`src/rtl/ltdc_pkg.sv`:
```
// Shared types, widths, codes and a helper function of the line trace drive controller.
// No dependencies; every other file imports this package.
package ltdc_pkg;

  // Field widths
  localparam int SENSOR_BITS = 10;
  localparam int OP_W        = 2;
  localparam int BATT_W      = 14;
  localparam int SPEED_W     = 8;
  localparam int TURN_MAG_W  = 7;
  localparam int GAIN_W      = 24;
  localparam int FWD_W       = 10;
  localparam int TURN_W      = 8;
  localparam int TONE_W      = 2;
  localparam int SUM_W       = 32;

  // Configuration port
  localparam int CFG_DATA_W = 24;
  localparam int CFG_IDX_W  = 3;

  // PID datapath widths
  localparam int E_W    = SENSOR_BITS + 1;
  localparam int DE_W   = E_W + 1;
  localparam int PP_W   = GAIN_W + 1 + E_W;
  localparam int PI_W   = GAIN_W + 1 + SUM_W;
  localparam int PD_W   = GAIN_W + 1 + DE_W;
  localparam int ACC_W  = PI_W + 2;
  localparam int FRAC_W = 16;

  // Comparison widths
  localparam int BATT_X_W  = BATT_W + 1;
  localparam int LIGHT_X_W = SENSOR_BITS + 1;

  // Constants
  localparam int ONOFF_MARGIN = 20;
  localparam int BATT_STEP    = 400;
  localparam int PID_LOW_BATT = 550;
  localparam int TURN_LIMIT   = 100;
  localparam int DIV3_MUL     = 171;
  localparam int DIV3_SHIFT   = 9;

  // Operation codes
  localparam logic [OP_W-1:0] OP_ONOFF = 2'd0;
  localparam logic [OP_W-1:0] OP_PID   = 2'd1;
  localparam logic [OP_W-1:0] OP_STOP  = 2'd2;

  // Tone codes
  localparam logic [TONE_W-1:0] TONE_NONE = 2'd0;
  localparam logic [TONE_W-1:0] TONE_LOW  = 2'd1;
  localparam logic [TONE_W-1:0] TONE_HIGH = 2'd2;

  // Register indexes
  localparam logic [CFG_IDX_W-1:0] REG_GRAY_LEVEL     = 3'd0;
  localparam logic [CFG_IDX_W-1:0] REG_BASE_SPEED     = 3'd1;
  localparam logic [CFG_IDX_W-1:0] REG_TURN_MAGNITUDE = 3'd2;
  localparam logic [CFG_IDX_W-1:0] REG_GAIN_P         = 3'd3;
  localparam logic [CFG_IDX_W-1:0] REG_GAIN_I_DT      = 3'd4;
  localparam logic [CFG_IDX_W-1:0] REG_GAIN_D_OVER_DT = 3'd5;
  localparam logic [CFG_IDX_W-1:0] REG_BATT_REF_INIT  = 3'd6;

  // Reset values
  localparam logic [SENSOR_BITS-1:0]  RST_GRAY_LEVEL     = SENSOR_BITS'(500);
  localparam logic [SPEED_W-1:0]      RST_BASE_SPEED     = 8'd30;
  localparam logic [TURN_MAG_W-1:0]   RST_TURN_MAGNITUDE = 7'd100;
  localparam logic [GAIN_W-1:0]       RST_GAIN_P         = 24'd114688;
  localparam logic [GAIN_W-1:0]       RST_GAIN_I_DT      = 24'd68;
  localparam logic [GAIN_W-1:0]       RST_GAIN_D_OVER_DT = 24'd1638400;
  localparam logic [BATT_W-1:0]       RST_BATT_REF_INIT  = 14'd9000;

  typedef struct packed {
    logic [SENSOR_BITS-1:0]   gray_level;
    logic signed [SPEED_W-1:0] base_speed;
    logic [TURN_MAG_W-1:0]    turn_magnitude;
    logic [GAIN_W-1:0]        gain_p;
    logic [GAIN_W-1:0]        gain_i_dt;
    logic [GAIN_W-1:0]        gain_d_over_dt;
    logic [BATT_W-1:0]        battery_ref_init;
  } cfg_t;

  typedef struct packed {
    logic signed [FWD_W-1:0]  fwd;
    logic signed [TURN_W-1:0] turn;
    logic [TONE_W-1:0]        tone;
  } res_t;

  typedef struct packed {
    logic                     pid;
    logic signed [E_W-1:0]    err;
    logic signed [SUM_W-1:0]  err_sum;
    logic signed [DE_W-1:0]   err_delta;
    res_t                     res;
  } s1_t;

  // Signed divide by three, truncated toward zero, as multiply by reciprocal
  function automatic logic signed [SPEED_W-1:0] div3_trunc(input logic signed [SPEED_W-1:0] v);
    logic [SPEED_W:0]           mag;
    logic [SPEED_W+SPEED_W:0]   prod;
    logic [SPEED_W-1:0]         quo;
    mag  = v[SPEED_W-1] ? -{v[SPEED_W-1], v} : {1'b0, v};
    prod = (SPEED_W+SPEED_W+1)'(mag) * (SPEED_W+SPEED_W+1)'(DIV3_MUL);
    quo  = SPEED_W'(prod >> DIV3_SHIFT);
    return v[SPEED_W-1] ? -quo : quo;
  endfunction

endpackage

```
`src/rtl/ltdc_cfg_regs.sv`:
```
// Configuration register file of the line trace drive controller.
// Depends on ltdc_pkg.
module ltdc_cfg_regs
  import ltdc_pkg::*;
(
  input  logic                  clk,
  input  logic                  rst,
  input  logic                  cfg_wr_en,
  input  logic [CFG_IDX_W-1:0]  cfg_index,
  input  logic [CFG_DATA_W-1:0] cfg_data,
  output cfg_t                  cfg,
  output logic                  ref_load
);

  always_ff @(posedge clk) begin
    if (rst) begin
      cfg.gray_level       <= RST_GRAY_LEVEL;
      cfg.base_speed       <= RST_BASE_SPEED;
      cfg.turn_magnitude   <= RST_TURN_MAGNITUDE;
      cfg.gain_p           <= RST_GAIN_P;
      cfg.gain_i_dt        <= RST_GAIN_I_DT;
      cfg.gain_d_over_dt   <= RST_GAIN_D_OVER_DT;
      cfg.battery_ref_init <= RST_BATT_REF_INIT;
    end else if (cfg_wr_en) begin
      unique case (cfg_index)
        REG_GRAY_LEVEL:     cfg.gray_level       <= cfg_data[SENSOR_BITS-1:0];
        REG_BASE_SPEED:     cfg.base_speed       <= cfg_data[SPEED_W-1:0];
        REG_TURN_MAGNITUDE: cfg.turn_magnitude   <= cfg_data[TURN_MAG_W-1:0];
        REG_GAIN_P:         cfg.gain_p           <= cfg_data[GAIN_W-1:0];
        REG_GAIN_I_DT:      cfg.gain_i_dt        <= cfg_data[GAIN_W-1:0];
        REG_GAIN_D_OVER_DT: cfg.gain_d_over_dt   <= cfg_data[GAIN_W-1:0];
        REG_BATT_REF_INIT:  cfg.battery_ref_init <= cfg_data[BATT_W-1:0];
        default: ;
      endcase
    end
  end

  // The live reference follows every write of its initial value
  assign ref_load = cfg_wr_en && (cfg_index == REG_BATT_REF_INIT);

endmodule

```
`config.mk`:
```
export PLATFORM = sky130hd
export DESIGN_NAME = ltdc_cfg_regs
export DESIGN_NICKNAME = d
export VERILOG_FILES = /design/src/rtl/ltdc_pkg.sv /design/src/rtl/ltdc_cfg_regs.sv
export SDC_FILE = /design/constraint.sdc
export NUM_CORES = 1
export LEC_CHECK = 0
export CORE_UTILIZATION = 50
export CTS_BUF_LIST = sky130_fd_sc_hd__clkbuf_16
export DETAILED_ROUTE_END_ITERATION = 10
export DONT_BUFFER_PORTS = 1
export HOLD_SLACK_MARGIN = 0.15
export PLACE_DENSITY = 0.7
export SLEW_MARGIN = 20
export SYNTH_ARGS = -nofsm -noshare
export SYNTH_HDL_FRONTEND = slang
export SYNTH_SLANG_ARGS = --single-unit
```
`constraint.sdc`:
```
create_clock -name clk -period 2.45 [get_ports clk]
set_input_delay 0.3675 -clock clk [delete_from_list [all_inputs] [get_ports clk]]
set_output_delay 0.3675 -clock clk [all_outputs]
set_load 0.02 [all_outputs]
```
-- Word level (Yosys, flattened, before mapping)
Index checks and enable logic that the tools add are counted.
- reductions and logical operators: 9
- equal/unequal tests: 6
- operator list (kind ; number):
    2-bit AND reduction ; 7
    3-bit == test (second input constant) ; 3
    3-bit by 2-bit == test with 1-bit output (second input constant) ; 2
    3-bit by 1-bit == test with 1-bit output (second input constant) ; 1
    3-bit zero test ; 1
    1-bit logical AND ; 1
- register bits: 111
- input bits: 30

-- Logic depth before layout (Yosys ltp)
Gate-level depths: netlist of run 1.
- depth after elaboration: 2
- gate-level depth with buffers: 5
- depth with buffers taken out: 3

-- Worst setup path after synthesis of run 1
OpenSTA, ideal clock, no wires.
- path type: input -> register
- from: input port cfg_index[0]
- to: register cfg[103] (netlist bit)
- required time: 2.324 ns
- setup time: 0.126 ns
- slack: 1.043 ns
- stages on the path: 4
- path buffers: 2
- arrival: 1.281 ns
- cells stage by stage: buf_2 > or4b_4 > buf_6 > mux2i_1
- word-level cells in the longest chain between the ends: 2
- RTL lines (what ; line ; RTL):
    start: declaration ; ltdc_cfg_regs.sv:9 ; input logic [CFG_IDX_W-1:0] cfg_index,
    3-bit zero test ; ltdc_cfg_regs.sv:25 ; unique case (cfg_index)
    2-bit AND reduction (no line) ; - ;
    end: declaration ; ltdc_cfg_regs.sv:11 ; output cfg_t cfg,
No other way between the ends.
A chain may end at the register's enable or synchronous reset.

-- Final worst setup path of run 1
- from: input port cfg_index[0]
- to: output port ref_load
- word-level cells in the longest chain between the ends: 2
- RTL lines (what ; line ; RTL):
    3-bit == test ; ltdc_cfg_regs.sv:39 ; assign ref_load = cfg_wr_en && (cfg_index == REG_BATT_REF_INIT);
    1-bit logical AND ; ltdc_cfg_regs.sv:39 ;
    end: declaration ; ltdc_cfg_regs.sv:12 ; output logic ref_load
No other way between the ends.

==> results.md, run 1 <==
* Cell count after synthesis at 416
* Clk slew on worst S/H paths at 70 ps
* Setup TNS at 0 ps
* Clk sinks at 111
* Root buffer cell: clkbuf_16
* Synth Area in Compound Gates at 0
* Remaining Overflow, GRT at 0
* Vias per Instance at roughly 5.2
* GRT Total Usage at 0.203
* Sequential fraction of the synthesis area at 0.499
* Longest Clk Path Bufs at 2
* Finish-stage setup viols at 0
* Top achievable clock speed at slightly below 700 MHz
* Initial DRC count at 81
* Number of global-route vias before repair at 2625
* Core box area at 8680 µm²
* Slew HR at 0.601
* Status: finished, final reports clean
* Post-synthesis adder-cell area fraction at 0
* Crit path kind: primary input to primary output
* Synth area leader: dfxtp_1
* Syn-to-layout area delta at 7.20%
* Final HPWL DP at 6500 µm
* CP arrival at 1090 ps
* Share of layout cells above drive strength 1 at 0.0642
* Synth top area cells: dfxtp_1 50%, mux2i_1 25%, nand2b_1 15%
* TritonRoute pass-1 iters at 4
* Worst-Margin Slew at 595 ps
* Synth Area per Inst at 10.7 µm²
* Max-capacitance violation count at 0
* Slew Viols, Final at 0
* Mapped Nets at around 450
* Die Y at 96.3 µm
* Mux cell area share after synthesis at 0.250
* HP Class: primary input to flip-flop
* Lkg Pwr at 0.00211 µW
* H-Tree Depth at 3
* IO buf count at 0
* Cell area after synthesis at 4450 µm²
* Max reg flops at approximately 110
* Clock Latency Late Sink at 330 ps
* Antenna viol nets, final at 0
* Syn. warnings at 0
* Max VDD drop at roughly 0.47 mV
* First-pass GRT wire length at about 14000 µm
* Fin crit period at ~1500 ps
* Asr flop ratio synth at 0
* Drt total wl at 9530 µm
* Cell Rows at 34
* # DRC at 0
* Vias at 2692
* Largest Register: cfg
* Initial antenna violation count at 0
* CP startpoint kind: primary input
* Die width at 96.3 µm
* N_diodes at 0
* Power per cell area at ~740 nW/µm²
* XOR/XNOR Fraction of Synth Area at 0
* # hold bufs at CTS at 0
* Synth Area in Simple Gates at 0.212
* FF+latch count, synth at 111
* Post-CTS setup buffers at 0
* Max Clock Skew at 0 ps
* Largest fanout on the critical path at 11
* Final Cycle Share at 0.595
* Post-synth EDFFs at 0
* Final Non-Filler Cells at just over 500
* Main combinational cell family by area after synthesis: multiplexers
* Largest regs: cfg x111
* Final Hold Fails at 0
* Unique masters post-synth at 15
* RSZ-0062 raised after global routing: no
* CTS tree: yes
* Largest net degree at the start of global routing at 151
* Dpl cells at 497
* # fillers at 780
* Worst EP required at approximately 2100 ps
* Cts repair resizes at 0
* Ys flop type: dfxtp_1
* Routability cong. at 0.733
* Nature of the critical path endpoint: primary output
* Top cell type's share of synthesized area at 0.499
* CTS buffer count at 9
* Fin nets at 430
* WL/cell at 18.6 µm
* Die area at between 9000 and 10000 µm²
* Initial core utilization at 0.513
* Finished Core Util at 0.550
* I/O Pins at 142
synthesized netlist by cell type (2+ instances only):
library cell  instances
nand4b_1              3
and4bb_2              2
buf_2                13
buf_6                 2
nand2b_1            109
buf_4                 4
mux2i_1             111
nand4bb_1             2
dfxtp_1             111
clkbuf_1             14
nor2_1               41
layer usage:
metal	part of all wire	track usage	wire length, µm	vias up
met5	0	0	0	-
met4	0.015	0.0760	142	0
met3	0.088	0.0735	841	13
met2	0.48	0.334	4580	87
met1	0.42	0.242	3970	1256
li1	-	-	-	1336
layout make-up:
type / count / area, µm² / area share
clock inverter: 7 / 80.1 / 0.0168
inverter: 1 / 3.75 / 0.000787
sequential: 111 / 2220 / 0.466
clock buffer: 9 / 225 / 0.0472
timing repair buffer: 6 / 45.0 / 0.00944
tap: 108 / 135 / 0.0283
multi-input combinational: 271 / 2060 / 0.432
where the power goes:
part           switching [µW]  leakage (µW)  total [µW]  internal [µW]
clock                     663      0.000148        1470            806
sequential               78.3      0.000899        1920           1840
combinational            69.5       0.00107         151           81.2
total                     810       0.00211        3540           2730
final timing paths:
path	cells after the start	end	startpoint	slack, ps
min	2	cfg[54]	cfg_data[16]	190
max reg2reg	2	cfg[70]	cfg[70]	1660
min reg2reg	2	cfg[99]	cfg[99]	580
max	3	ref_load	cfg_index[0]	990
critical path, stage by stage:
cell	delay, ps
nand4b_1	90
buf_4	250
clkinv_1	370
cells by family after synthesis:
| family | count (synthesis) |
|---|---|
| buffers and inverters | 34 |
| AND/OR/NAND/NOR | 160 |
| flip-flops | 111 |
| multiplexers | 111 |
placed cells by master (no fill, tap or decap), drive strengths merged:
| cell type | Yosys | final |
|---|---|---|
| mux2i | 111 | 111 |
| dfxtp | 111 | 111 |
| nand2b | 109 | 109 |
| nor2 | 41 | 41 |
| clkbuf | 14 | 9 |
| buf | 19 | 6 |
| clkinv | 1 | 4 |
| nand4b | 3 | 3 |
| and4bb | 2 | 2 |
| nand4bb | 2 | 2 |
| inv | 0 | 2 |
| and4b | 1 | 1 |
| nor4bb | 1 | 1 |
| or4b | 1 | 1 |
| clkinvlp | 0 | 1 |
| bufinv | 0 | 1 |
through the flow:
stage	hold slack [ps]	power, µW	setup WS, ps	area [µm²]
2_1_floorplan	523	2110	1040	4450
3_5_place_dp	549	2120	999	4470
5_1_grt	179	3660	945	4770
6_report	193	3540	993	4770
4_1_cts	182	3580	998	4770
3_3_place_gp	532	2110	1000	4470
(Power assumes the default switching activity.)
==> run 2: changes to the inputs <==
--- a/config.mk
+++ b/config.mk
@@ -10,7 +10,7 @@
 export DETAILED_ROUTE_END_ITERATION = 10
 export DONT_BUFFER_PORTS = 1
 export HOLD_SLACK_MARGIN = 0.15
-export PLACE_DENSITY = 0.7
+export PLACE_DENSITY = 0.73
 export SLEW_MARGIN = 20
 export SYNTH_ARGS = -nofsm -noshare
 export SYNTH_HDL_FRONTEND = slang
==> constraint.sdc (replaced) <==
create_clock -name clk -period 1.2 [get_ports clk]
set_input_delay 0.18 -clock clk [delete_from_list [all_inputs] [get_ports clk]]
set_output_delay 0.18 -clock clk [all_outputs]
set_load 0.02 [all_outputs]
==> results.md, run 2 (same netlist as run 1, synthesis figures left out) <==
* CP startpoint kind: primary input
* Initial DRC count at 81
* Commonest non-fill, non-tap cells in the layout: 111 x mux2i_1, 111 x dfxtp_1, 109 x nand2b_1, 41 x nor2_1, 13 x dlygate4sd3_1
* Max VDD drop at 0.821 mV
* Slew HR at 0.738
* TritonRoute pass-1 iters at 4
* # DRC at 0
* Die area at 9280 µm²
* N_diodes at 0
* Post-CTS setup buffers at 0
* CTS tree: yes
* Largest Register: cfg
* Switch share at 0.237
* Reg2reg start: cfg[3]
* Vias per Instance at between 5 and 6
* Clock network power share at 0.394
* Longest Clk Path Bufs at 2
* Hold Path Cell Cnt at 2
* Max Clock Skew at 0 ps
* WL/cell at approximately 18 µm
* Slew Viols, Final at 0
* # fillers at 765
* CTS buffer count at 9
* IO buf count at 0
* Slowest-stage cell, CP: clkinv_1
* Largest delay share family, worst path: buffers and inverters
* Finished Core Util at 0.569
* Lkg Pwr at 0.00218 µW
* Final Non-Filler Cells at 527
* Drt total wl at 9650 µm
* GRT Total Usage at 0.209
* Internal at 5400 µW
* Antenna viol nets, final at 0
* Share of layout cells above drive strength 1 at 0.0644
* Initial antenna violation count at 0
* Reg-to-reg setup timing slack at 390 ps
* HP Class: primary input to flip-flop
* Status: finished, final reports clean
* Crit path kind: primary input to primary output
* Syn-to-layout area delta at 10.9%
* Clk sinks at 111
* H-Tree Depth at 3
* Sequential power share at 0.555
* Final Hold Fails at 0
* Worst Hold Endpoint: cfg[21]
* NetSw at 1680 µW
* Core box area at 8680 µm²
* Power per cell area at 1430 nW/µm²
* Max reg flops at 111
* CP arrival at ~820 ps
* End of the worst register-to-register path: cfg[3]
* Worst-Margin Slew at 392 ps
* I/O Pins at about 140
* Clock Latency Late Sink at about 330 ps
* Cell Rows at 34
* Largest net degree at the start of global routing at 151
* RSZ-0062 raised after global routing: no
* Final Cycle Share at 0.833
* Final HPWL DP at 6560 µm
* Worst Hold Margin at 31.4 ps
* Root buffer cell: clkbuf_16
* Clk slew on worst S/H paths at 70 ps
* Remaining Overflow, GRT at 0
* Initial core utilization at 0.513
* Die width at between 90 and 100 µm
* Max-capacitance violation count at 0
* Setup TNS at 0 ps
* CP cell instances: nand4b_1, clkinv_1, buf_12
* Worst EP required at 1020 ps
* Fin crit period at 1000 ps
* Finish-stage setup viols at 0
* Largest regs: cfg x111
* Placed Area at 4520 µm²
* Routability cong. at about 0.83
* Fin area at slightly below 5000 µm²
* Dpl cells at 498
* Logic pwr share at 0.051
* Die Y at 96.3 µm
* Critical Path Max Stage Delay at 290 ps
* Reg2Reg Depth at 2
* Vias at 2748
* First-pass GRT wire length at 14200 µm
* Largest fanout on the critical path at 10
* Nature of the critical path endpoint: primary output
* Top achievable clock speed at approximately 1000 MHz
* Fin nets at 444
* HP Start: rst
* Crit path buf inv count at 2
* Number of global-route vias before repair at 2755
==> run 2: cell count changes in the layout (fill, tap and decap cells not counted), sizes merged <==
| cell | previous run | this run |
|---|---|---|
| dlygate4sd3 | 0 | 13 |
| buf | 6 | 7 |
| bufinv | 1 | 0 |
| clkinv | 4 | 5 |
==> run 2: power groups by stage <==
stage | clock [µW] | combinational, µW | sequential [µW]
floorplan | 0 | 332 | 3990
global placement | 0 | 315 | 4010
detailed placement | 0 | 326 | 4010
CTS | 2850 | 364 | 3920
global route | 3020 | 393 | 3930
finish | 2790 | 360 | 3920
==> run 2: area by class of cell <==
class,count,area [µm²],share of cell area
clock buffer,9,225,0.0456
clock inverter,7,56.3,0.0114
inverter,1,3.75,0.000761
multi-input combinational,271,2060,0.417
sequential,111,2220,0.450
tap,108,135,0.0274
timing repair buffer,20,233,0.0472
==> run 2: what timing repair did <==
action	4_1_cts	5_1_grt
hold buffers	12	1
hold endpoints to repair	111	111
endpoints found under the setup margin	0	0
gates resized for setup	0	0
==> run 2: worst max-delay path by stage <==
| stage | start | to | slack, ps | depth (start not counted) |
|---|---|---|---|---|
| final | cfg_index[0] | ref_load | 200 | 3 |
| after global routing | cfg[110] | cfg[110] | 150 | 0 |
| after CTS | cfg[110] | cfg[110] | 180 | 0 |
| after detailed placement | cfg_index[0] | cfg[102] | 70 | 2 |
| after global placement | cfg_index[0] | cfg[101] | 80 | 2 |
| after floorplan | cfg_index[0] | cfg[103] | -8 | 4 |
==> run 2: metrics by stage <==
stage | setup WS (ps) | total power [µW]
final | 200 | 7070
after global routing | 150 | 7340
after CTS | 178 | 7140
after detailed placement | 66.6 | 4340
after global placement | 76.1 | 4320
after floorplan | -8.49 | 4320
==> run 2: layer usage <==
layer | global-route usage | routed length, µm
met2 | 0.348 | 4700
met4 | 0.0711 | 68
met3 | 0.0790 | 853
met5 | 0 | 0
met1 | 0.247 | 4030
