**config.mk**
```make
export PLATFORM = sky130hd
export DESIGN_NAME = ltdc_front
export DESIGN_NICKNAME = d
export VERILOG_FILES = /design/src/rtl/ltdc_pkg.sv /design/src/rtl/ltdc_front.sv
export SDC_FILE = /design/constraint.sdc
export NUM_CORES = 1
export LEC_CHECK = 0
export ABC_AREA = 1
export BUFFER_PORTS_ARGS = -buffer_cell sky130_fd_sc_hd__buf_2
export CORE_MARGIN = 3
export CORE_UTILIZATION = 50
export CTS_BUF_LIST = sky130_fd_sc_hd__clkbuf_4 sky130_fd_sc_hd__clkbuf_8
export DETAILED_ROUTE_END_ITERATION = 8
export GPL_ROUTABILITY_DRIVEN = 1
export PLACE_DENSITY = 0.73
export SLEW_MARGIN = 20
export SYNTH_ARGS = -nofsm -noshare
export SYNTH_HDL_FRONTEND = slang
export SYNTH_SLANG_ARGS = --single-unit
export TNS_END_PERCENT = 30
```
**constraint.sdc**
```tcl
create_clock -name clk -period 10.25 [get_ports clk]
set_input_delay 2.05 -clock clk [delete_from_list [all_inputs] [get_ports clk]]
set_output_delay 2.05 -clock clk [all_outputs]
set_load 0.005 [all_outputs]
```
**src/rtl/ltdc_pkg.sv**
```systemverilog
// Shared types, widths, codes and a helper function of the line trace drive controller.
// No dependencies; every other file imports this package.
package ltdc_pkg;

  // Field widths
  localparam int SENSOR_BITS = 10;
  localparam int OP_W        = 2;
  localparam int BATT_W      = 14;
  localparam int SPEED_W     = 8;
  localparam int TURN_MAG_W  = 7;
  localparam int GAIN_W      = 24;
  localparam int FWD_W       = 10;
  localparam int TURN_W      = 8;
  localparam int TONE_W      = 2;
  localparam int SUM_W       = 32;

  // Configuration port
  localparam int CFG_DATA_W = 24;
  localparam int CFG_IDX_W  = 3;

  // PID datapath widths
  localparam int E_W    = SENSOR_BITS + 1;
  localparam int DE_W   = E_W + 1;
  localparam int PP_W   = GAIN_W + 1 + E_W;
  localparam int PI_W   = GAIN_W + 1 + SUM_W;
  localparam int PD_W   = GAIN_W + 1 + DE_W;
  localparam int ACC_W  = PI_W + 2;
  localparam int FRAC_W = 16;

  // Comparison widths
  localparam int BATT_X_W  = BATT_W + 1;
  localparam int LIGHT_X_W = SENSOR_BITS + 1;

  // Constants
  localparam int ONOFF_MARGIN = 20;
  localparam int BATT_STEP    = 400;
  localparam int PID_LOW_BATT = 550;
  localparam int TURN_LIMIT   = 100;
  localparam int DIV3_MUL     = 171;
  localparam int DIV3_SHIFT   = 9;

  // Operation codes
  localparam logic [OP_W-1:0] OP_ONOFF = 2'd0;
  localparam logic [OP_W-1:0] OP_PID   = 2'd1;
  localparam logic [OP_W-1:0] OP_STOP  = 2'd2;

  // Tone codes
  localparam logic [TONE_W-1:0] TONE_NONE = 2'd0;
  localparam logic [TONE_W-1:0] TONE_LOW  = 2'd1;
  localparam logic [TONE_W-1:0] TONE_HIGH = 2'd2;

  // Register indexes
  localparam logic [CFG_IDX_W-1:0] REG_GRAY_LEVEL     = 3'd0;
  localparam logic [CFG_IDX_W-1:0] REG_BASE_SPEED     = 3'd1;
  localparam logic [CFG_IDX_W-1:0] REG_TURN_MAGNITUDE = 3'd2;
  localparam logic [CFG_IDX_W-1:0] REG_GAIN_P         = 3'd3;
  localparam logic [CFG_IDX_W-1:0] REG_GAIN_I_DT      = 3'd4;
  localparam logic [CFG_IDX_W-1:0] REG_GAIN_D_OVER_DT = 3'd5;
  localparam logic [CFG_IDX_W-1:0] REG_BATT_REF_INIT  = 3'd6;

  // Reset values
  localparam logic [SENSOR_BITS-1:0]  RST_GRAY_LEVEL     = SENSOR_BITS'(500);
  localparam logic [SPEED_W-1:0]      RST_BASE_SPEED     = 8'd30;
  localparam logic [TURN_MAG_W-1:0]   RST_TURN_MAGNITUDE = 7'd100;
  localparam logic [GAIN_W-1:0]       RST_GAIN_P         = 24'd114688;
  localparam logic [GAIN_W-1:0]       RST_GAIN_I_DT      = 24'd68;
  localparam logic [GAIN_W-1:0]       RST_GAIN_D_OVER_DT = 24'd1638400;
  localparam logic [BATT_W-1:0]       RST_BATT_REF_INIT  = 14'd9000;

  typedef struct packed {
    logic [SENSOR_BITS-1:0]   gray_level;
    logic signed [SPEED_W-1:0] base_speed;
    logic [TURN_MAG_W-1:0]    turn_magnitude;
    logic [GAIN_W-1:0]        gain_p;
    logic [GAIN_W-1:0]        gain_i_dt;
    logic [GAIN_W-1:0]        gain_d_over_dt;
    logic [BATT_W-1:0]        battery_ref_init;
  } cfg_t;

  typedef struct packed {
    logic signed [FWD_W-1:0]  fwd;
    logic signed [TURN_W-1:0] turn;
    logic [TONE_W-1:0]        tone;
  } res_t;

  typedef struct packed {
    logic                     pid;
    logic signed [E_W-1:0]    err;
    logic signed [SUM_W-1:0]  err_sum;
    logic signed [DE_W-1:0]   err_delta;
    res_t                     res;
  } s1_t;

  // Signed divide by three, truncated toward zero, as multiply by reciprocal
  function automatic logic signed [SPEED_W-1:0] div3_trunc(input logic signed [SPEED_W-1:0] v);
    logic [SPEED_W:0]           mag;
    logic [SPEED_W+SPEED_W:0]   prod;
    logic [SPEED_W-1:0]         quo;
    mag  = v[SPEED_W-1] ? -{v[SPEED_W-1], v} : {1'b0, v};
    prod = (SPEED_W+SPEED_W+1)'(mag) * (SPEED_W+SPEED_W+1)'(DIV3_MUL);
    quo  = SPEED_W'(prod >> DIV3_SHIFT);
    return v[SPEED_W-1] ? -quo : quo;
  endfunction

endpackage

```
**src/rtl/ltdc_front.sv**
```systemverilog
// Front stage: mode decode, on/off result, PID error terms and the controller state.
// Depends on ltdc_pkg.
module ltdc_front
  import ltdc_pkg::*;
(
  input  logic                   clk,
  input  logic                   rst,
  input  logic                   take,
  input  logic                   adv,
  input  logic [OP_W-1:0]        op,
  input  logic [SENSOR_BITS-1:0] light,
  input  logic [BATT_W-1:0]      battery_mv,
  input  cfg_t                   cfg,
  input  logic                   ref_load,
  input  logic [BATT_W-1:0]      ref_value,
  output s1_t                    s1
);

  logic [BATT_W-1:0]       battery_ref;
  logic signed [SUM_W-1:0] error_sum;
  logic signed [E_W-1:0]   last_error;

  logic signed [E_W-1:0]   err;
  logic signed [SUM_W:0]   sum_wide;
  logic signed [SUM_W-1:0] error_sum_next;
  logic signed [DE_W-1:0]  err_delta;
  logic [BATT_X_W-1:0]     batt_x;
  logic [BATT_X_W-1:0]     ref_x;
  logic                    batt_low;
  logic                    batt_high;
  logic                    batt_low_pid;
  logic                    light_below;
  logic signed [FWD_W-1:0] base_x;
  logic signed [TURN_W-1:0] turn_mag;
  s1_t                     s1_next;

  always_comb begin
    err       = $signed({1'b0, cfg.gray_level}) - $signed({1'b0, light});
    sum_wide  = (SUM_W+1)'(error_sum) + (SUM_W+1)'(err);
    // saturate to the signed 32-bit range
    if (sum_wide[SUM_W] != sum_wide[SUM_W-1]) begin
      error_sum_next = sum_wide[SUM_W] ? {1'b1, {(SUM_W-1){1'b0}}} : {1'b0, {(SUM_W-1){1'b1}}};
    end else begin
      error_sum_next = sum_wide[SUM_W-1:0];
    end
    err_delta = DE_W'(err) - DE_W'(last_error);

    batt_x       = {1'b0, battery_mv};
    ref_x        = {1'b0, battery_ref};
    batt_low     = (batt_x + BATT_X_W'(BATT_STEP)) <= ref_x;
    batt_high    = batt_x >= (ref_x + BATT_X_W'(BATT_STEP));
    batt_low_pid = (batt_x + BATT_X_W'(PID_LOW_BATT)) <= ref_x;
    light_below  = ({1'b0, light} + LIGHT_X_W'(ONOFF_MARGIN)) < {1'b0, cfg.gray_level};

    base_x   = FWD_W'(cfg.base_speed);
    turn_mag = $signed({1'b0, cfg.turn_magnitude});

    s1_next.pid       = 1'b0;
    s1_next.err       = err;
    s1_next.err_sum   = error_sum_next;
    s1_next.err_delta = err_delta;
    s1_next.res.fwd   = '0;
    s1_next.res.turn  = '0;
    s1_next.res.tone  = TONE_NONE;

    unique case (op)
      OP_ONOFF: begin
        if (batt_low) begin
          s1_next.res.fwd  = (base_x <<< 1) + base_x;
          s1_next.res.tone = TONE_LOW;
        end else if (batt_high) begin
          s1_next.res.fwd  = FWD_W'(div3_trunc(cfg.base_speed));
          s1_next.res.tone = TONE_HIGH;
        end else begin
          s1_next.res.fwd  = base_x;
        end
        s1_next.res.turn = light_below ? -turn_mag : turn_mag;
      end
      OP_PID: begin
        s1_next.pid      = 1'b1;
        s1_next.res.fwd  = base_x;
        s1_next.res.tone = batt_low_pid ? TONE_LOW : TONE_NONE;
      end
      default: ;
    endcase
  end

  // Controller state: advance only on a PID transfer; a reference load takes priority
  always_ff @(posedge clk) begin
    if (rst) begin
      battery_ref <= RST_BATT_REF_INIT;
      error_sum   <= '0;
      last_error  <= '0;
    end else if (ref_load) begin
      battery_ref <= ref_value;
    end else if (take && (op == OP_PID)) begin
      battery_ref <= battery_mv;
      error_sum   <= error_sum_next;
      last_error  <= err;
    end
  end

  always_ff @(posedge clk) begin
    if (adv) begin
      s1 <= s1_next;
    end
  end

endmodule

```
Word level (Yosys, flattened, before mapping)
Cells that the tools add are included.
{ "word_totals": {"register_bits": 133, "input_bits": 156, "output_inout_bits": 76, "elab_cells": 50} }
{ "classes": {"addsub": 11, "mul": 1, "order_cmp": 4, "eq_ne": 2, "n_mux": 15, "n_bitwise": 1, "n_reduce_logical": 5} }
{ "ops": {"columns": ["cell", "n"], "rows": [
  ["$mux W32", 2],
  ["$add A32 B11 Y33", 1],
  ["$add A14 B9 Y15 const B", 2],
  ["$le A15 B14 Y1", 2],
  ["$mux W14", 2],
  ["$mux W10", 2],
  ["$pmux W10 S2", 1],
  ["$mul A9 B8 Y17 const B", 1],
  ["$add A14 B10 Y15 const B", 1],
  ["$ge A14 B15 Y1", 1],
  ["$sub A11 B11 Y12", 1],
  ["$add A10 B5 Y11 const B", 1],
  ["$lt A11 B10 Y1", 1],
  ["$sub A10 B10 Y11", 1],
  ["$add A9 B8 Y10", 1],
  ["$mux W9", 1],
  ["$neg A9 Y9", 1],
  ["$mux W8", 1],
  ["$neg A7 Y8", 1],
  ["$neg A8 Y8", 1],
  ["$mux W7", 1],
  ["$mux W2", 2],
  ["$pmux W2 S2", 1],
  ["$reduce_and A2 Y1", 2],
  ["7 further kinds", 8]
]} }

Logic depth before layout (Yosys ltp)
Gate-level depths: netlist (run 1).
{ "depth": {"word_depth": 8, "mapped_depth": 30, "ltp_nobuf": 30} }

Worst setup path after synthesis (run 1)
No wires, ideal clock.
{ "synth_timing": {"path_kind": "input-to-reg", "startpoint": "input cfg[95] (netlist name)", "endpoint": "register s1[12] (netlist name), data pin", "arrival_ns": 6.293, "path_slack_ns": 3.692, "cell_stages": 23, "path_buffers": 0, "cell_sequence": "inv_1 -> ha_1 -> a21oi_1 -> xor2_1 -> ha_1 -> fa_1 -> fa_1 -> inv_1 -> fa_1 -> inv_1 -> ha_1 -> nand2_1 -> nand2_1 -> o21bai_1 -> inv_1 -> nand3_1 -> and2_1 -> ha_1 -> nor2_1 -> xor2_1 -> nand2_1 -> nand4_1 -> o211ai_1"} }
{ "synth_lines": {"columns": ["item", "line", "source"], "rows": [
  ["start: declaration", "ltdc_front.sv:13", "input cfg_t cfg,"],
  ["end signal: assignment", "ltdc_front.sv:105", "s1 <= s1_next;"],
  ["end: declaration", "ltdc_front.sv:16", "output s1_t s1"]
]} }

==> metrics, run 1 <==
width of the chip=around 160 µm; biggest cell delay along the critical path=around 550 ps; worst slew margin relative to its limit=34.4%; critical path's slowest cell=sky130_fd_sc_hd__fa_1; routing usage on met2=36.0%; cts repair resizes=0; required time of the critical path=~10000 ps; vias in the first global route=between 10000 and 15000; critical-path maximum fanout=6; number of I/O port buffers=approximately 150; cell total after placement=about 2000; worst slew pin tran=between 900 and 1000 ps; switching fraction of total power=between 40% and 50%; share of total power in combinational logic=45.9%; number of hold buffers added after cts=0; met1 track demand over resource in global routing=just over 30%; CP startpoint=cfg[93]; number of hold-slack violations in the final timing report=0; DIE AREA=between 20000 and 30000 µm²; post-route DRC violation count=0; number of unique standard cell types used by synthesis=57; highest attainable clock frequency=roughly 0.14 GHz; final slew viol count=0; post-synthesis to final-layout area growth=10.8%; list of cells traversed by the critical path=buf_2, inv_1, ha_1, a21oi_1, xor2_1, ha_1, fa_1, fa_1, inv_1, fa_1, inv_1, ha_1, nand2_1, nand2_1, o21bai_1, inv_1, nand3_1, and2_1, ha_1, nor2_1, xor2_1, nand2_1, nand4_1, o211ai_1; Clk Latency, worst-skew pair=between 400 and 500 ps; Setup WS post-layout=3350 ps; Initial Util=between 50% and 60%; average wire per standard cell=about 14 µm; portion of total power attributed to sequential cells=32.1%; Warnings, synthesis=0; total internal power=between 1000 and 1500 µW; total global routing track utilization=between 20 and 25%; result of the run=complete, no violations; largest buffer count on any clock path=2; first-pass GRT wire length=about 48000 µm; gpl congestion=around 0.90; worst reg2reg startpoint=battery_ref[4]; top post-synthesis cells by area=sky130_fd_sc_hd__edfxtp_1, sky130_fd_sc_hd__ha_1, sky130_fd_sc_hd__nand2_1; most used routing layer in global routing=met2; post-placement cell area=13200 µm²; count of antenna-violating nets left after detailed routing=0; worst setup skew after layout=20.1 ps; number of vias in the routed layout=10724; number of maximum-capacitance constraint violations=0; setup fix buffers added after clock tree synthesis=0; number of optimization iterations in the first detailed-route pass=5; average footprint of a synthesized cell=7.57 µm²; post-route clock period utilization=approximately two thirds; global route overflow=0; share of post-route cells with drive strength above 1=roughly 14%; proportion of netlist area held by the largest area contributor=18.6%; crit-path leading delay family=adder cells; largest net degree at the start of global routing=a little under 80; final cell area excluding filler cells=13600 µm²; total chip power=about 2100 µW; fin crit period=about 6900 ps; number of buffer and inverter instances along the worst setup path=5; clock transition at the register clock pins on the worst setup and hold paths after CTS=90 ps; post-detailed-routing wire length=28800 µm; synthesized area=12200 µm²; final HPWL from detailed placement=22500 µm; data arrival at the endpoint of the critical path=slightly above 7000 ps; worst r2r dst=s1[16]; library cell used as clock root buffer=sky130_fd_sc_hd__clkbuf_8; critical path capture point=s1[12]; boundary pin count=roughly 230; floorplan core area=around 24000 µm²; Hold/Removal Path Class=register to register; Worst Setup Path Type=input port to register; total negative slack=0 ps; Clk network pwr share=22.0%; Crit path depth=24; r2r worst-path depth=17; number of antenna violations at the first check in global routing=0; number of nets in the synthesized netlist=1957; reg2reg setup slack=~7000 ps; clock sinks=133; VDD IR max=between 0.08 and 0.09 mV; total clock buffers created by CTS=17; number of levels the H-tree was split into=4; die boundary height=162 µm; net switching power of the design=884 µW; total setup violations reported at the end of the flow=0; diode count=0; count of non-filler cells in the finished layout=roughly 2100; startpoint type of the worst setup path=input port; unrepaired setup endpoints after global routing=false; leakage power of the design=between 0.007 and 0.008 µW; number of storage elements in the synthesis netlist=133; P per Cell Area=156 nW/µm²; number of nets in the layout=around 2100; GRT met3 Usage=under 10%; gate count after technology mapping=~1600; First DRT Iteration DRCs=592; type of element capturing the critical path=register; clock tree from TritonCTS=yes; Vias/cell=slightly above 5; portion of the post-synthesis area used by sequential elements=~28%; Rows=56; worst setup slack before clock tree synthesis=between 2000 and 3000 ps; Yosys top cell by area=sky130_fd_sc_hd__edfxtp_1
[state kept, by name (all words and copies together) (netlist names)]
register,flops
battery_ref,14
error_sum,32
last_error,11
s1,76
[worst reg2reg max path: stages (launching register included)]
cell and delay, ps:
sky130_fd_sc_hd__dfxtp_1 370, sky130_fd_sc_hd__ha_1 240, sky130_fd_sc_hd__a21oi_1 240, sky130_fd_sc_hd__nand2_1 160, sky130_fd_sc_hd__nand2_1 110, sky130_fd_sc_hd__xor2_1 150
sky130_fd_sc_hd__ha_1 280, sky130_fd_sc_hd__a21o_1 190, sky130_fd_sc_hd__nand3_1 70, sky130_fd_sc_hd__nand2_1 50, sky130_fd_sc_hd__a21oi_1 100, sky130_fd_sc_hd__nand3_1 330
sky130_fd_sc_hd__inv_1 350, sky130_fd_sc_hd__nor2_1 70, sky130_fd_sc_hd__o211ai_1 90, sky130_fd_sc_hd__nand3_1 100, sky130_fd_sc_hd__nand2_1 70, sky130_fd_sc_hd__nand2_1 40
[cell usage in the layout, fill, tap and decap left out, drive strengths merged, types with 12 or more instances in the layout]
| cell type | synthesis | layout |
|---|---|---|
| nand2 | 358 | 358 |
| inv | 266 | 270 |
| ha | 164 | 164 |
| buf | 18 | 149 |
| nor2 | 146 | 146 |
| a21oi | 131 | 131 |
| nand3 | 96 | 96 |
| o21ai | 84 | 84 |
| edfxtp | 76 | 76 |
| xor2 | 68 | 68 |
| dfxtp | 57 | 57 |
| fa | 19 | 19 |
| clkbuf | 15 | 19 |
| nand4 | 16 | 16 |
| nor3 | 14 | 14 |
| xnor2 | 13 | 13 |
| a31oi | 12 | 12 |
[metal layers]
layer / share of wire, % / vias to the layer above
met2: 46 / 227
met5: 0 / -
met4: 1.4 / 0
li1: - / 5561
met1: 48 / 4904
met3: 5.5 / 32
[power by group through the flow]
stage               Clock (µW)  Sequential [µW]  Combinational, µW
floorplan                    0              689                711
global route               498              684               1120
CTS                        474              678                973
detailed placement           0              689                964
finish                     464              678                971
global placement             0              690                942
[cells in the mapped netlist, drive strengths merged]
cell,instances
ha,164
a21boi,5
inv,266
o211a,1
dfxtp,57
and2,4
o221ai,2
nor4,3
nand2,358
o31ai,2
nand3,96
xnor2,13
or2,4
nor3,14
xor2,68
a21oi,131
nand3b,3
dlygate4sd1,1
a31oi,12
o21ai,84
o21a,4
edfxtp,76
clkbuf,15
nand4,16
o22ai,5
or3b,1
nor3b,2
a22o,1
a211oi,2
buf,18
o21bai,9
o211ai,7
a21o,9
fa,19
nor2,146
[worst min-delay path by stage]
stage	from	to	slack [ps]	depth (start not counted)
2_1_floorplan	last_error[2]	last_error[2]	440	2
3_5_place_dp	last_error[2]	last_error[2]	460	2
4_1_cts	last_error[2]	last_error[2]	480	2
5_1_grt	last_error[2]	last_error[2]	490	2
6_report	last_error[2]	last_error[2]	470	2
3_3_place_gp	last_error[2]	last_error[2]	450	2
[per-stage QoR]
stage	hold WS, ps	util (%)
3_5_place_dp	462	55.4
6_report	472	57.1
4_1_cts	475	57.1
2_1_floorplan	435	-
3_3_place_gp	452	55.4
5_1_grt	490	57.1
[cell type report]
class / count / area, µm²
clock inverters: 13 / 149
well taps: 319 / 399
fillers: 2252 / 10200
repair buffers: 149 / 758
flip-flops and latches: 133 / 3420
multi-input cells: 1185 / 7580
clock buffers: 19 / 255
inverters: 266 / 1010
[kinds of logic (layout without fill, tap and decap cells)]
family	count (synthesis)	after routing	share of synthesized area, %
buf+inv	300	447	10.2
fa+ha+maj	183	183	19.9
compound gates	274	274	12.5
simple gates	647	647	23.5
xor+xnor	81	81	5.95
flops	133	133	28.0
(Power assumes the default switching activity.)
==> run 2: changes to the inputs <==
Settings changed: ABC_AREA 1 to 0, PLACE_DENSITY 0.73 to 0.74.
Clock period 10.25 ns to 7.1 ns, I/O delays scaled along.
==> run 2 against run 1 <==
  * Hold slack worse by 15 ps
  * Combinational power is 56% higher
  * Total power is 47% higher
  * First-iteration DRC count is 1.4% higher
  * Critical endpoint is now s1[16]
  * Synthesized cell count is 18% lower
  * Clock power is 39% higher
  * Synthesized area is 5.0% lower
  * Final area is 2.6% lower
==> metrics, run 2 <==
number of storage elements in the synthesis netlist=about 130; Vias/cell=5.51; biggest cell delay along the critical path=~550 ps; post-route clock period utilization=a little over 90%; number of maximum-capacitance constraint violations=0; number of I/O port buffers=around 150; DIE AREA=25100 µm²; portion of the post-synthesis area used by sequential elements=between 20% and 30%; synthesized area=~12000 µm²; worst slew pin tran=about 980 ps; library cell used as clock root buffer=sky130_fd_sc_hd__clkbuf_8; worst slew margin relative to its limit=approximately a third; total negative slack=0 ps; post-detailed-routing wire length=28300 µm; total clock buffers created by CTS=17; number of hold buffers added after cts=0; type of element capturing the critical path=register; die boundary height=about 160 µm; Crit path top cell by count=sky130_fd_sc_hd__inv_1; most common cell after layout, fill and taps aside=sky130_fd_sc_hd__ha_1; critical-path maximum fanout=5; largest buffer count on any clock path=2; Yosys top cell by area=sky130_fd_sc_hd__edfxtp_1; average footprint of a synthesized cell=slightly below 9 µm²; gpl congestion=0.926; VDD IR max=about 0.14 mV; setup fix buffers added after clock tree synthesis=0; post-route DRC violation count=0; primary flip-flop cell chosen by synthesis mapping=sky130_fd_sc_hd__edfxtp_1; global route overflow=0; final slew viol count=0; result of the run=complete, no violations; Rows=between 50 and 60; number of vias in the routed layout=between 9000 and 10000; async set or reset register ratio after synthesis=0%; largest net degree at the start of global routing=a little under 80; total chip power=3120 µW; number of unique standard cell types used by synthesis=between 70 and 80; fin crit period=between 6000 and 7000 ps; Hold/Removal Path Class=register to register; number of synthesized flops with an enable pin=76; critical path's slowest cell=sky130_fd_sc_hd__fa_1; number of levels the H-tree was split into=4; Most flops, register=s1; vias in the first global route=between 9000 and 10000; leakage power of the design=slightly above 0.006 µW; number of optimization iterations in the first detailed-route pass=7; share of post-route cells with drive strength above 1=15.3%; clock sinks=133; registers with the most flip-flops=s1 x76, error_sum x32, battery_ref x14; proportion of netlist area held by the largest area contributor=around a fifth; dominant cell by count in the synthesized netlist=sky130_fd_sc_hd__ha_1; data arrival at the endpoint of the critical path=a little under 7000 ps; worst setup skew after layout=roughly 19 ps; Clk Latency, worst-skew pair=~460 ps; highest attainable clock frequency=about 0.15 GHz; Setup WS post-layout=504 ps; cts repair resizes=0; number of antenna violations at the first check in global routing=1; Warnings, synthesis=0; unrepaired setup endpoints after global routing=false; startpoint type of the worst setup path=input port; first-pass GRT wire length=45900 µm; clock transition at the register clock pins on the worst setup and hold paths after CTS=roughly 80 ps; total global routing track utilization=between 20% and 30%; required time of the critical path=~7300 ps; post-placement cell area=approximately 13000 µm²; number of nets in the layout=approximately 1800; list of cells traversed by the critical path=buf_2, inv_1, ha_1, a21o_1, xnor2_1, xnor2_1, inv_1, fa_1, fa_1, inv_1, fa_1, inv_1, ha_1, buf_4, nand3_1, nand2_1, a221oi_1, xnor2_1, ha_1, inv_1, o41ai_2, xnor2_1, nor3_1, a211o_1; width of the chip=159 µm; Worst Setup Path Type=input port to register; clock tree from TritonCTS=yes; final cell area excluding filler cells=13200 µm²; Post-synth top cells=sky130_fd_sc_hd__ha_1, sky130_fd_sc_hd__inv_1, sky130_fd_sc_hd__a21oi_1; final HPWL from detailed placement=between 20000 and 25000 µm; worst setup slack before clock tree synthesis=52.3 ps; average wire per standard cell=15.7 µm; count of non-filler cells in the finished layout=between 1500 and 2000; highest-count cells in the layout ignoring fill and taps=sky130_fd_sc_hd__ha_1, sky130_fd_sc_hd__buf_2, sky130_fd_sc_hd__inv_1; First DRT Iteration DRCs=600; number of nets in the synthesized netlist=around 1700; crit-path leading delay family=adder cells; number of buffer and inverter instances along the worst setup path=7; Initial Util=51.1%; total setup violations reported at the end of the flow=0; count of antenna-violating nets left after detailed routing=0; boundary pin count=approximately 230; top post-synthesis cells by area=sky130_fd_sc_hd__edfxtp_1, sky130_fd_sc_hd__ha_1, sky130_fd_sc_hd__dfxtp_1; number of hold-slack violations in the final timing report=0; cell total after placement=about 1800; number of flip-flops in the largest register=76; post-synthesis to final-layout area growth=13.6%; gate count after technology mapping=about 1300; floorplan core area=between 20000 and 25000 µm²; P per Cell Area=roughly 240 nW/µm²
==> run 2: routing by layer <==
layer | track usage [%] | wire length [µm]
met1 | 29.9 | 13000
met2 | 38.3 | 13500
met3 | 3.34 | 1160
met4 | 7.25 | 677
met5 | 0 | 0
==> run 2: worst register-to-register path, stage by stage (launching register included) <==
cell                        delay (ps)
sky130_fd_sc_hd__dfxtp_1           410
sky130_fd_sc_hd__ha_1              220
sky130_fd_sc_hd__nand2_1           100
sky130_fd_sc_hd__a21oi_1           320
sky130_fd_sc_hd__nand3_1           140
sky130_fd_sc_hd__xnor2_1           140
sky130_fd_sc_hd__ha_1              200
sky130_fd_sc_hd__a2111oi_0         490
sky130_fd_sc_hd__nor2b_1           200
sky130_fd_sc_hd__a311o_1           520
sky130_fd_sc_hd__and2_1            220
sky130_fd_sc_hd__a2111o_1          100
sky130_fd_sc_hd__o31ai_1            90
sky130_fd_sc_hd__a221o_1           290
==> run 2: final cells by class <==
cell class,count,area [µm²]
Antenna cell,1,2.50
Clock buffer,17,234
Clock inverter,15,158
Fill cell,2018,9560
Inverter,136,510
Multi-Input combinational cell,1015,7500
Sequential cell,133,3420
Tap cell,313,392
Timing Repair Buffer,176,998
==> run 2: worst paths after layout <==
check	from	cells after the start	end	slack, ps
min reg2reg	error_sum[13]	2	error_sum[13]	460
max	cfg[94]	24	s1[16]	500
min	error_sum[13]	2	error_sum[13]	460
max reg2reg	battery_ref[4]	13	s1[18]	3430
==> run 2: cells by family after synthesis <==
group	share of synthesized area (%)
AND/OR/NAND/NOR	13.3
adder cells (fa/ha/maj)	22.8
buffers and inverters	6.13
multiplexers	1.32
flip-flops	29.4
XOR/XNOR	7.09
AO/OA/AOI/OAI	19.9
==> run 2: power by group <==
part	leakage [µW]	switching (µW)	internal (µW)
Sequential	0.00121	33.4	931
Combinational	0.00464	861	644
Clock	0.000193	353	292
==> run 2: metrics by stage <==
step	hold WS, ps	utilization, %
after floorplan	432	-
after global placement	441	56.3
after detailed placement	445	56.3
after CTS	460	58.0
after global routing	477	58.0
final	457	58.0
